--- src/sv/e2ct_pkg.sv ---
// ----------------------------------------------------------------------------
// e2ct_pkg: shared constants and types for the epoch to civil time unit
// Calendar constants, the pipeline stage count and the month offset table.
// ----------------------------------------------------------------------------
package e2ct_pkg;

   localparam int EPOCH_FIELD_W  = 40;
   localparam int NUM_STAGES     = 19;

   localparam int SECS_PER_DAY   = 86400;
   localparam int DAY_LO_W       = 7;       // 86400 = 675 * 2**7
   localparam int DAY_HI_DIV     = 675;
   localparam int SECS_PER_HOUR  = 3600;
   localparam int SECS_PER_MIN   = 60;
   localparam int DAYS_TO_EPOCH  = 719468;  // 0000-03-01 to 1970-01-01
   localparam int DAYS_PER_ERA   = 146097;
   localparam int DOE_LAST       = 146096;
   localparam int DAYS_PER_4Y    = 1460;
   localparam int DAYS_PER_100Y  = 36524;
   localparam int DAYS_PER_YEAR  = 365;
   localparam int MONTH_SPAN     = 153;
   localparam int YEARS_PER_ERA  = 400;

   localparam int SOD_W  = 17;
   localparam int DOE_W  = 18;
   localparam int REMH_W = 12;
   localparam int HOUR_W = 5;
   localparam int MIN_W  = 6;
   localparam int SEC_W6 = 6;
   localparam int D1_W   = 7;
   localparam int D2_W   = 3;
   localparam int CORR_W = 7;
   localparam int YOE_W  = 9;
   localparam int DOY_W  = 9;
   localparam int MP_W   = 4;
   localparam int MNUM_W = 11;

   localparam logic [MP_W-1:0] MP_JAN = 4'd10;

   typedef logic [NUM_STAGES-1:0] stage_vec_type;

   // First day of year (March based) of each month: (153 * mp + 2) / 5.
   function automatic logic [DOY_W-1:0] month_start(input logic [MP_W-1:0] mp);
      logic [DOY_W-1:0] res;
      case (mp)
         4'd0:    res = 9'd0;
         4'd1:    res = 9'd31;
         4'd2:    res = 9'd61;
         4'd3:    res = 9'd92;
         4'd4:    res = 9'd122;
         4'd5:    res = 9'd153;
         4'd6:    res = 9'd184;
         4'd7:    res = 9'd214;
         4'd8:    res = 9'd245;
         4'd9:    res = 9'd275;
         4'd10:   res = 9'd306;
         4'd11:   res = 9'd337;
         default: res = 9'd0;
      endcase
      return res;
   endfunction

endpackage

--- src/sv/e2ct_cdiv.sv ---
// ----------------------------------------------------------------------------
// e2ct_cdiv: three-stage divider by a constant
// Reciprocal multiply gives a quotient that is exact or one short, a back
// multiply forms the remainder, and one compare and subtract corrects both.
// A side bus travels alongside so that callers keep their context aligned.
// ----------------------------------------------------------------------------
module e2ct_cdiv #(
   parameter int W  = 18,
   parameter int D  = 365,
   parameter int QW = 9,
   parameter int RW = 9,
   parameter int SW = 1
) (
   input  logic          clock,
   input  logic [2:0]    en,
   input  logic [W-1:0]  x,
   input  logic [SW-1:0] side,
   output logic [QW-1:0] q,
   output logic [RW-1:0] r,
   output logic [SW-1:0] side_out
);

   localparam logic [63:0] M_VAL = (64'd1 << W) / 64'(D);
   localparam int          MW    = $clog2(M_VAL + 64'd1);
   localparam int          DW    = $clog2(64'(D) + 64'd1);

   logic [W+MW-1:0] p_ff, p_in;
   logic [W-1:0]    x1_ff, x2_ff;
   logic [SW-1:0]   sd1_ff, sd2_ff, sd3_ff;
   logic [QW-1:0]   q0_ff, q0_in;
   logic [W-1:0]    t_ff, t_in;
   logic [QW+DW-1:0] t_full;
   logic [QW-1:0]   q_ff, q_in;
   logic [RW-1:0]   r_ff, r_in;
   logic [W-1:0]    r0;
   logic            ge;

   assign p_in   = x * MW'(M_VAL);
   assign q0_in  = QW'(p_ff[W+MW-1:W]);
   assign t_full = q0_in * DW'(D);
   assign t_in   = W'(t_full);

   // The estimate never exceeds the true quotient and misses by at most one.
   assign r0   = x2_ff - t_ff;
   assign ge   = (r0 >= W'(D));
   assign q_in = q0_ff + QW'(ge);
   assign r_in = ge ? RW'(r0 - W'(D)) : RW'(r0);

   always_ff @(posedge clock) begin
      if (en[0]) begin
         p_ff   <= p_in;
         x1_ff  <= x;
         sd1_ff <= side;
      end
      if (en[1]) begin
         q0_ff  <= q0_in;
         t_ff   <= t_in;
         x2_ff  <= x1_ff;
         sd2_ff <= sd1_ff;
      end
      if (en[2]) begin
         q_ff   <= q_in;
         r_ff   <= r_in;
         sd3_ff <= sd2_ff;
      end
   end

   assign q        = q_ff;
   assign r        = r_ff;
   assign side_out = sd3_ff;

endmodule

--- src/sv/e2ct_ctrl.sv ---
// ----------------------------------------------------------------------------
// e2ct_ctrl: pipeline valid tracking and stage enables
// Each stage loads when it is empty or when the stage after it moves, so
// bubbles are squeezed out and a stalled item is held in place.
// ----------------------------------------------------------------------------
module e2ct_ctrl
   import e2ct_pkg::*;
(
   input  logic          clock,
   input  logic          reset,
   input  logic          req_tvalid,
   output logic          req_tready,
   output logic          rsp_tvalid,
   input  logic          rsp_tready,
   output stage_vec_type en
);

   stage_vec_type valid_ff, valid_in;

   always_comb begin
      en[NUM_STAGES-1] = !valid_ff[NUM_STAGES-1] || rsp_tready;
      for (int i = NUM_STAGES - 2; i >= 0; i--) begin
         en[i] = !valid_ff[i] || en[i+1];
      end
   end

   always_comb begin
      valid_in[0] = en[0] ? req_tvalid : valid_ff[0];
      for (int i = 1; i < NUM_STAGES; i++) begin
         valid_in[i] = en[i] ? valid_ff[i-1] : valid_ff[i];
      end
   end

   always_ff @(posedge clock) begin
      if (reset) begin
         valid_ff <= '0;
      end else begin
         valid_ff <= valid_in;
      end
   end

   assign req_tready = en[0];
   assign rsp_tvalid = valid_ff[NUM_STAGES-1];

endmodule

--- src/sv/epoch_to_civil_time_unit.sv ---
// ----------------------------------------------------------------------------
// epoch_to_civil_time_unit: Unix seconds to civil date and time of day
// Converts a count of seconds since 1970-01-01 00:00:00 UTC into the
// proleptic Gregorian year, month, day, hour, minute and second.
//
// Usage:
//   The req channel takes one timestamp per item in req_tdata; the rsp
//   channel returns one packed date and time item for each, in order.
//   The item enters the first of 19 register stages and moves on one stage
//   per cycle unless held by a stall, and the constant dividers each take
//   three of those stages. One item is accepted in every cycle while
//   rsp_tready is high, since every stage then takes a new item each cycle.
//   Reset clears all pipeline valid bits; no items are in flight after it.
//   When the receiver holds rsp_tready low, the result waits in the output
//   register while earlier stages keep filling any empty slots, and
//   req_tready drops only once every stage holds an item.
//   Only the low EPOCH_BITS bits of the timestamp are used.
// ----------------------------------------------------------------------------
module epoch_to_civil_time_unit
   import e2ct_pkg::*;
#(
   parameter int EPOCH_BITS = 40
) (
   input  logic        clock,
   input  logic        reset,
   input  logic        req_tvalid,
   output logic        req_tready,
   input  logic [39:0] req_tdata,  // epoch_seconds[39:0]
   output logic        rsp_tvalid,
   input  logic        rsp_tready,
   output logic [47:0] rsp_tdata   // year[15:0], month[19:16], day[24:20],
                                   // hour[29:25], minute[35:30], second[41:36]
);

   localparam int SEC_W = (EPOCH_BITS < EPOCH_FIELD_W) ? EPOCH_BITS : EPOCH_FIELD_W;
   localparam int DS_W  = SEC_W - DAY_LO_W;
   localparam logic [63:0] DAYS_MAX = ((64'd1 << SEC_W) - 64'd1) / 64'(SECS_PER_DAY);
   localparam int DAY_W = $clog2(DAYS_MAX + 64'd1);
   localparam logic [63:0] SH_MAX = DAYS_MAX + 64'(DAYS_TO_EPOCH);
   localparam int SH_W  = $clog2(SH_MAX + 64'd1);
   localparam logic [63:0] ERA_MAX = SH_MAX / 64'(DAYS_PER_ERA);
   localparam int ERA_W = $clog2(ERA_MAX + 64'd1);
   localparam int YR_W  = $clog2(ERA_MAX * 64'(YEARS_PER_ERA) + 64'(YEARS_PER_ERA) + 64'd1);
   localparam int S1_W  = ERA_W + HOUR_W + DOE_W;
   localparam int S2_W  = CORR_W + ERA_W + HOUR_W + MIN_W + SEC_W6;
   localparam int S3_W  = DOY_W + YOE_W + ERA_W + HOUR_W + MIN_W + SEC_W6;

   stage_vec_type en;

   e2ct_ctrl u_ctrl (
      .clock      (clock),
      .reset      (reset),
      .req_tvalid (req_tvalid),
      .req_tready (req_tready),
      .rsp_tvalid (rsp_tvalid),
      .rsp_tready (rsp_tready),
      .en         (en)
   );

   // Split into days and second of day: the low seven bits bypass the divider.
   logic [DAY_W-1:0]    days_c;
   logic [9:0]          r675_c;
   logic [DAY_LO_W-1:0] lo_c;

   e2ct_cdiv #(.W(DS_W), .D(DAY_HI_DIV), .QW(DAY_W), .RW(10), .SW(DAY_LO_W)) u_day (
      .clock    (clock),
      .en       (en[2:0]),
      .x        (req_tdata[SEC_W-1:DAY_LO_W]),
      .side     (req_tdata[DAY_LO_W-1:0]),
      .q        (days_c),
      .r        (r675_c),
      .side_out (lo_c)
   );

   logic [SH_W-1:0]  sh_ff, sh_in;
   logic [SOD_W-1:0] sod_ff, sod_in;

   assign sh_in  = SH_W'(days_c) + SH_W'(DAYS_TO_EPOCH);
   assign sod_in = {r675_c, lo_c};

   always_ff @(posedge clock) begin
      if (en[3]) begin
         sh_ff  <= sh_in;
         sod_ff <= sod_in;
      end
   end

   // Era and day of era, with the hour split alongside.
   logic [ERA_W-1:0]  era_c;
   logic [DOE_W-1:0]  doe_c;
   logic [HOUR_W-1:0] hour_c;
   logic [REMH_W-1:0] remh_c;

   e2ct_cdiv #(.W(SH_W), .D(DAYS_PER_ERA), .QW(ERA_W), .RW(DOE_W), .SW(1)) u_era (
      .clock    (clock),
      .en       (en[6:4]),
      .x        (sh_ff),
      .side     (1'b0),
      .q        (era_c),
      .r        (doe_c),
      .side_out ()
   );

   e2ct_cdiv #(.W(SOD_W), .D(SECS_PER_HOUR), .QW(HOUR_W), .RW(REMH_W), .SW(1)) u_hour (
      .clock    (clock),
      .en       (en[6:4]),
      .x        (sod_ff),
      .side     (1'b0),
      .q        (hour_c),
      .r        (remh_c),
      .side_out ()
   );

   // Leap day corrections of the day of era, with the minute split alongside.
   logic [D1_W-1:0]   d1_c;
   logic [D2_W-1:0]   d2_c;
   logic [MIN_W-1:0]  min_c;
   logic [SEC_W6-1:0] sec_c;
   logic [S1_W-1:0]   s1_c;
   logic [ERA_W-1:0]  era1_c;
   logic [HOUR_W-1:0] hour1_c;
   logic [DOE_W-1:0]  doe1_c;

   e2ct_cdiv #(.W(DOE_W), .D(DAYS_PER_4Y), .QW(D1_W), .RW(11), .SW(S1_W)) u_d4y (
      .clock    (clock),
      .en       (en[9:7]),
      .x        (doe_c),
      .side     ({era_c, hour_c, doe_c}),
      .q        (d1_c),
      .r        (),
      .side_out (s1_c)
   );

   e2ct_cdiv #(.W(DOE_W), .D(DAYS_PER_100Y), .QW(D2_W), .RW(16), .SW(1)) u_d100y (
      .clock    (clock),
      .en       (en[9:7]),
      .x        (doe_c),
      .side     (1'b0),
      .q        (d2_c),
      .r        (),
      .side_out ()
   );

   e2ct_cdiv #(.W(REMH_W), .D(SECS_PER_MIN), .QW(MIN_W), .RW(SEC_W6), .SW(1)) u_min (
      .clock    (clock),
      .en       (en[9:7]),
      .x        (remh_c),
      .side     (1'b0),
      .q        (min_c),
      .r        (sec_c),
      .side_out ()
   );

   assign {era1_c, hour1_c, doe1_c} = s1_c;

   logic              d3_c;
   logic [DOE_W-1:0]  a_ff, a_in;
   logic [CORR_W-1:0] corr_ff, corr_in;
   logic [ERA_W-1:0]  era2_ff;
   logic [HOUR_W-1:0] hour2_ff;
   logic [MIN_W-1:0]  min2_ff;
   logic [SEC_W6-1:0] sec2_ff;

   // The last day of an era is the extra leap day of the fourth century.
   assign d3_c    = (doe1_c == DOE_W'(DOE_LAST));
   assign a_in    = doe1_c - DOE_W'(d1_c) + DOE_W'(d2_c) - DOE_W'(d3_c);
   assign corr_in = d1_c - CORR_W'(d2_c) + CORR_W'(d3_c);

   always_ff @(posedge clock) begin
      if (en[10]) begin
         a_ff     <= a_in;
         corr_ff  <= corr_in;
         era2_ff  <= era1_c;
         hour2_ff <= hour1_c;
         min2_ff  <= min_c;
         sec2_ff  <= sec_c;
      end
   end

   // Year of era.
   logic [YOE_W-1:0]  yoe_c;
   logic [YOE_W-1:0]  r365_c;
   logic [S2_W-1:0]   s2_c;
   logic [CORR_W-1:0] corr3_c;
   logic [ERA_W-1:0]  era3_c;
   logic [HOUR_W-1:0] hour3_c;
   logic [MIN_W-1:0]  min3_c;
   logic [SEC_W6-1:0] sec3_c;

   e2ct_cdiv #(.W(DOE_W), .D(DAYS_PER_YEAR), .QW(YOE_W), .RW(YOE_W), .SW(S2_W)) u_yoe (
      .clock    (clock),
      .en       (en[13:11]),
      .x        (a_ff),
      .side     ({corr_ff, era2_ff, hour2_ff, min2_ff, sec2_ff}),
      .q        (yoe_c),
      .r        (r365_c),
      .side_out (s2_c)
   );

   assign {corr3_c, era3_c, hour3_c, min3_c, sec3_c} = s2_c;

   // Day of year: doe - (365 * yoe + yoe / 4 - yoe / 100), where
   // doe - 365 * yoe equals the leap corrections plus the remainder.
   logic [1:0]        c100_c;
   logic [DOY_W-1:0]  doy_ff, doy_in;
   logic [YOE_W-1:0]  yoe4_ff;
   logic [ERA_W-1:0]  era4_ff;
   logic [HOUR_W-1:0] hour4_ff;
   logic [MIN_W-1:0]  min4_ff;
   logic [SEC_W6-1:0] sec4_ff;

   assign c100_c = {1'b0, (yoe_c >= 9'd100)} + {1'b0, (yoe_c >= 9'd200)}
                 + {1'b0, (yoe_c >= 9'd300)};
   assign doy_in = DOY_W'(corr3_c) + r365_c - DOY_W'(yoe_c[YOE_W-1:2]) + DOY_W'(c100_c);

   always_ff @(posedge clock) begin
      if (en[14]) begin
         doy_ff   <= doy_in;
         yoe4_ff  <= yoe_c;
         era4_ff  <= era3_c;
         hour4_ff <= hour3_c;
         min4_ff  <= min3_c;
         sec4_ff  <= sec3_c;
      end
   end

   // March based month index.
   logic [MNUM_W-1:0] mnum_c;
   logic [MP_W-1:0]   mp_c;
   logic [S3_W-1:0]   s3_c;
   logic [DOY_W-1:0]  doy5_c;
   logic [YOE_W-1:0]  yoe5_c;
   logic [ERA_W-1:0]  era5_c;
   logic [HOUR_W-1:0] hour5_c;
   logic [MIN_W-1:0]  min5_c;
   logic [SEC_W6-1:0] sec5_c;

   assign mnum_c = {doy_ff, 2'b00} + MNUM_W'(doy_ff) + MNUM_W'(2);

   e2ct_cdiv #(.W(MNUM_W), .D(MONTH_SPAN), .QW(MP_W), .RW(8), .SW(S3_W)) u_mon (
      .clock    (clock),
      .en       (en[17:15]),
      .x        (mnum_c),
      .side     ({doy_ff, yoe4_ff, era4_ff, hour4_ff, min4_ff, sec4_ff}),
      .q        (mp_c),
      .r        (),
      .side_out (s3_c)
   );

   assign {doy5_c, yoe5_c, era5_c, hour5_c, min5_c, sec5_c} = s3_c;

   // Output register: day of month, calendar month and year, with the time of day.
   logic [DOY_W-1:0]  dom_c;
   logic [MP_W-1:0]   month_in, month_ff;
   logic [4:0]        day_in, day_ff;
   logic [YR_W-1:0]   yr_c;
   logic [15:0]       year_in, year_ff;
   logic [HOUR_W-1:0] hour_ff;
   logic [MIN_W-1:0]  min_ff;
   logic [SEC_W6-1:0] sec_ff;

   assign dom_c    = doy5_c - month_start(mp_c) + DOY_W'(1);
   assign day_in   = 5'(dom_c);
   // January and February close the March based year and belong to the next.
   assign month_in = (mp_c < MP_JAN) ? mp_c + MP_W'(3) : mp_c - MP_W'(9);
   assign yr_c     = YR_W'(yoe5_c) + YR_W'(era5_c) * YR_W'(YEARS_PER_ERA)
                   + YR_W'(mp_c >= MP_JAN);
   assign year_in  = 16'(yr_c);

   always_ff @(posedge clock) begin
      if (en[18]) begin
         year_ff  <= year_in;
         month_ff <= month_in;
         day_ff   <= day_in;
         hour_ff  <= hour5_c;
         min_ff   <= min5_c;
         sec_ff   <= sec5_c;
      end
   end

   assign rsp_tdata = {6'd0, sec_ff, min_ff, hour_ff, day_ff, month_ff, year_ff};

endmodule

--- config.mk ---
export PLATFORM = sky130hd
export DESIGN_NAME = epoch_to_civil_time_unit
export DESIGN_NICKNAME = d
export VERILOG_FILES = /design/src/sv/e2ct_pkg.sv /design/src/sv/e2ct_cdiv.sv /design/src/sv/e2ct_ctrl.sv /design/src/sv/epoch_to_civil_time_unit.sv
export SDC_FILE = /design/constraint.sdc
export NUM_CORES = 2
export LEC_CHECK = 0
export BUFFER_PORTS_ARGS = -buffer_cell sky130_fd_sc_hd__buf_2
export CAP_MARGIN = 40
export CORE_MARGIN = 2
export CORE_UTILIZATION = 25
export CTS_CLUSTER_DIAMETER = 80
export DETAILED_ROUTE_END_ITERATION = 8
export PLACE_DENSITY = 0.37
export SYNTH_ARGS = -nofsm -noshare
export SYNTH_HDL_FRONTEND = slang
export SYNTH_HIERARCHICAL = 1
export SYNTH_SLANG_ARGS = --single-unit
--- constraint.sdc ---
create_clock -name clock -period 5.9 [get_ports clock]
set_input_delay 0.295 -clock clock [delete_from_list [all_inputs] [get_ports clock]]
set_output_delay 0.295 -clock clock [all_outputs]
set_load 0.05 [all_outputs]
Word level (Yosys, flattened, before mapping)
Memory sizes are Yosys's and may differ from the RTL's. A register that Yosys moved wholly into a read port is not among the register bits.
Cells that the tools add are included.
{ "op_classes": {"addsub": 40, "n_mul": 17, "magnitude_cmp": 13, "eq_ne": 1, "n_mux": 7, "reduce_logical": 38} }
{ "ops": {"columns": ["op", "count"], "rows": [
  ["$mul 33x24->57 const B", 1],
  ["$sub 18x18->18", 3],
  ["$ge 33x10->1 const B", 1],
  ["$mul 24x10->33 const B", 1],
  ["$sub 33x33->33", 1],
  ["$mul 24x6->30 const B", 1],
  ["$mul 18x9->26 const B", 1],
  ["$mul 18x8->25 const B", 1],
  ["$add 24x1->24", 1],
  ["$add 24x20->24 const B", 1],
  ["$ge 24x18->1 const B", 1],
  ["$mul 7x18->24 const B", 1],
  ["$sub 24x24->24", 1],
  ["$add 7x1->7", 3],
  ["$mul 18x3->21 const B", 1],
  ["$mul 17x4->20 const B", 1],
  ["$logic_not 1->1", 19],
  ["$logic_or 1x1->1", 19],
  ["$add 18x3->18", 1],
  ["$eq 18x18->1 const B", 1],
  ["$ge 18x11->1 const B", 1],
  ["$ge 18x16->1 const B", 1],
  ["$ge 18x9->1 const B", 1],
  ["$mul 9x9->18 const B", 1],
  ["51 further kinds", 52]
]} }
{ "word_totals": {"reg_bits": 1313, "mem_bits_ro": 144, "in_bits": 44, "out_inout_bits": 50, "wordCells": 219, "mem_count": 1} }
{ "memory_table": {"columns": ["name", "depth", "width", "read_ports", "rd_clocked_by_memory_dff", "write_ports", "line", "rtl"], "rows": [
  ["(no name shown)", 16, 9, 1, 1, 0, "e2ct_pkg.sv:45", "case (mp)"]
]} }

Logic depth before layout (Yosys ltp)
{ "depth": {"depth_word": 20, "depth_mapped": 22, "mapped_depth_nobuf": 22} }

Cells and area by module
Netlist, hierarchy kept.
{ "modules_own_cells": {"columns": ["mod", "instances", "cells_each", "area_per_inst_um2", "seq_area_each_um2"], "rows": [
  ["e2ct_cdiv (u_day)", 1, 2200, 24235.7, 6035.8],
  ["e2ct_cdiv (u_yoe)", 1, 822, 11075.6, 5435.2],
  ["e2ct_cdiv (u_d4y)", 1, 706, 9804.4, 5165.0],
  ["epoch_to_civil_time_unit", 1, 748, 9549.2, 5225.0],
  ["e2ct_cdiv (u_era)", 1, 773, 9052.4, 3303.2],
  ["e2ct_cdiv (u_mon)", 1, 404, 7091.8, 5285.1],
  ["e2ct_cdiv (u_d100y)", 1, 372, 4727.0, 2282.2],
  ["e2ct_cdiv (u_hour)", 1, 326, 4169.0, 2132.0],
  ["e2ct_cdiv (u_min)", 1, 225, 3249.4, 1801.7],
  ["e2ct_ctrl", 1, 104, 933.4, 380.4]
]} }

Worst setup path before layout
Ideal clock, no wire load.
{ "synth_path": {"kind": "input to register", "start": "input port req_tdata[21]", "end": "register u_day.p_ff[46] (data pin)", "arrival_time_ns": 6.015, "slack_ns": -0.373, "stages": 22, "path_cell_list": "fa_1 -> ha_1 -> inv_1 -> fa_1 -> fa_1 -> inv_1 -> fa_1 -> fa_1 -> inv_1 -> fa_1 -> inv_1 -> ha_1 -> a21oi_1 -> a21boi_0 -> o311a_1 -> nand4bb_1 -> o221a_2 -> a21bo_2 -> a31o_2 -> a31o_2 -> a31oi_1 -> xnor2_1"} }
{ "synth_via": {"elab_chain_cells": 1} }
{ "synth_lines": {"columns": ["item", "line", "rtl"], "rows": [
  ["start, declared", "epoch_to_civil_time_unit.sv:28", "input logic [39:0] req_tdata,"],
  ["$mul 33x24->57", "e2ct_cdiv.sv:38", "assign p_in = x * MW'(M_VAL);"],
  ["via u_day.p_in[46]", "e2ct_cdiv.sv:27", "logic [W+MW-1:0] p_ff, p_in;"],
  ["end signal, assigned", "e2ct_cdiv.sv:51", "p_ff <= p_in;"],
  ["end, declared", "e2ct_cdiv.sv:27", null]
]} }
The timed path passes the listed nets, and every way through them passes these cells.
A chain may end at the register's enable or synchronous reset.

Worst setup path after layout
{ "layout_path": {"start": "input port req_tdata[20]", "end": "register u_day.p_ff[54] (data pin)"} }
Same word-level chain as after synthesis.

==> impl_metrics.yaml <==
hold_path:
  timing.hold.worst.class: "input pin to flip-flop"
worst_setup_path:
  critical_path.slowest_cell: "fa_1"
  cpMostUsedCell: "fa_1"
  required_ns: 6.45
  worst-path-max-fanout: 5
  worst_setup_path_end_kind: "flip-flop"
  endpoint_arrival_time_on_the_critical_path_ns: 6.22
  timing.critical_path.buf_inv: 7
  path_class: "input pin to flip-flop"
  worst_path_dominant_cell_family: "adder cells"
  critPathMaxStageDelay_ns: 0.56
  start_kind: "input pin"
route:
  number_of_vias_in_the_routed_layout: 47900
  drt_drc_violations_left: 0
  antenna_left: 0
  drt_first_pass_iters: 5
  drt-wirelength-per-cell_um: 16.3
  drt_wl_total_mm: 186
  initialDrtViolationCount: 1872
  via_per_inst: 4.20
floorplanning:
  io-pin-count: 94
  initial_utilization: 0.251
  die_height_um: 574
  fp-row-count: 209
  die-area_um2: 330000
  core_region_area_um2: 324000
  fp.dieW_um: 574
outcome:
  run_status: "complete, no violations"
global_routing:
  grt_first_pass_wirelength_mm: 297
  largest_net_degree_at_the_start_of_global_routing: 95
  initial_antenna_violation_count: 6
  global_route.usage.met1: 0.148
  global_route.usage.met2: 0.198
  globalRouteMet3Util: 0.0149
  overflow: 0
  grt-busiest-layer: "met2"
  first_global_vias: 52200
  grtUsageTotal: 0.114
sta:
  worst_clock_skew_ns: 0.0990
  timing.final.max_slew_violations: 0
  timing.final.hold_violations: 0
  layout_worst_path_cycle_share: 0.962
  worst_slew_pin_slew_ns: 0.922
  post-route-min-period_ns: 5.67
  report.final.setup_viol: 0
  fmax_mhz: 176
  grt_setup_unrepaired: "true"
  slew_headroom: 0.370
cells_and_area:
  register_area_um2: 35200
  multi_input_area_um2: 41700
  area.growth.synth_to_final_pct: 15.9
  final_design_area_no_fill_um2: 94300
  layout.filler_cells: 33100
  post_route_cells_drive_above_1_share: 0.0990
  num-nets-final: 8752
synthesis:
  netlist_area_um2: 81400
  postSynthCellCount: 6520
  synth_area_per_cell_um2: 12.5
  ys_warn_count: 6
placement:
  port-buffer-count: 87
  place.detailed.hpwl_mm: 145
  finalWeightedCongestion: 0.779
  placedInstanceArea_um2: 88700
cts:
  cts-root-to-sink-buffers: 4
  tritoncts: "yes"
  worst_setup_hold_path_clk_slew_ns: 0.05
  cts-root-buf: "clkbuf_16"
  cts_inserted_buffers: 161
  htree_levels: 4
  clock_sinks: 1177
  clkLatencyLatePin_ns: 0.83
job:
  max-cap-violations: 0
## stage by stage
stage | setup TNS, ns | setup slack (ns) | util | hold WS [ns] | std cells
5_1_grt | -0.0680 | -0.0435 | 0.291 | 0.0292 | 11400
2_1_floorplan | 0 | 0.00302 | - | 0.394 | 6525
6_report | 0 | 0.225 | 0.291 | 0.0773 | 11400
3_3_place_gp | -13.95 | -0.844 | 0.274 | 0.400 | 11100
3_5_place_dp | -14.50 | -0.883 | 0.274 | 0.405 | 11100
4_1_cts | 0 | 0.00900 | 0.290 | 0.00319 | 11400
## what timing repair did
action	in CTS	in global routing
resized for setup	0	37
hold endpoints to repair	53	2
setup buffers	0	3
setup endpoints to repair	0	17
hold buffers	36	2
## per-layer routing
metal / wire length, um / share of wire
met2: 89600 / 0.48
met3: 4840 / 0.026
met5: 0 / 0
met1: 86600 / 0.47
met4: 4480 / 0.024
## layout by cell type, fill, tap and decap left out, types with 41 or more instances in the layout
| master | n |
|---|---|
| o21a_1 | 53 |
| a21o_1 | 107 |
| xnor2_1 | 259 |
| and3_1 | 44 |
| nand2b_1 | 41 |
| nand3_1 | 96 |
| xor2_1 | 127 |
| buf_4 | 202 |
| a21oi_1 | 261 |
| clkbuf_16 | 163 |
| ha_1 | 1195 |
| nand4_1 | 45 |
| fa_1 | 536 |
| inv_1 | 1210 |
| nor2_1 | 212 |
| edfxtp_1 | 1158 |
| nand2_1 | 177 |
| o21ai_0 | 151 |
| buf_2 | 83 |
| nor3_1 | 65 |
## worst register-to-register path, cell delays in order (launching register included)
cell       delay (ns)
edfxtp_1         0.53
ha_1             0.35
inv_1            0.05
fa_1             0.51
inv_1            0.06
fa_1             0.46
ha_1             0.29
inv_1            0.05
fa_1             0.50
inv_1            0.05
ha_1             0.34
a21o_1           0.19
a21o_1           0.17
a21oi_1          0.16
or4b_1           0.45
a21oi_1          0.22
o21bai_1         0.16
a2111oi_2        0.35
o31ai_1          0.16
a21oi_1          0.19
xnor2_1          0.09
## sequential cells by signal, indices dropped and copies added, names as in the netlist, 19 cells and up
name / flops
u_day/x1_ff: 31
u_era/x2_ff: 24
u_d4y/sd2_ff: 30
u_d4y/sd1_ff: 30
u_yoe/side_out: 31
u_mon/sd2_ff: 38
u_d4y/side_out: 30
u_yoe/sd1_ff: 31
u_era/x1_ff: 24
u_ctrl/valid_ff: 19
u_day/p_ff: 26
u_yoe/sd2_ff: 31
u_mon/side_out: 38
u_day/q0_ff: 24
u_mon/sd1_ff: 38
u_era/t_ff: 20
u_day/q: 24
sh_ff: 24
u_day/t_ff: 32
u_day/x2_ff: 33
## final timing paths
kind / start / slack (ns) / depth (start not counted) / endpoint
setup / recovery: req_tdata[20] / 0.23 / 25 / u_day/p_ff[54]
hold reg to reg: u_mon/sd1_ff[24] / 0.35 / 0 / u_mon/sd2_ff[24]
hold / removal: req_tdata[11] / 0.08 / 2 / u_day/x1_ff[4]
setup reg to reg: u_day/p_ff[41] / 0.28 / 20 / u_day/t_ff[32]
## final cells by class
cell class / instances / area share
Multi-Input combinational cell: 4075 / 0.442
Timing Repair Buffer: 332 / 0.0261
Inverter: 1215 / 0.0484
Tap cell: 4325 / 0.0574
Antenna cell: 1 / 0.0000265
Sequential cell: 1177 / 0.373
Clock buffer: 190 / 0.0443
Clock inverter: 85 / 0.00873
Power is left out: the tool's default activity adds up to more than one toggle a clock period on the data nets, which glitch-free logic cannot reach.
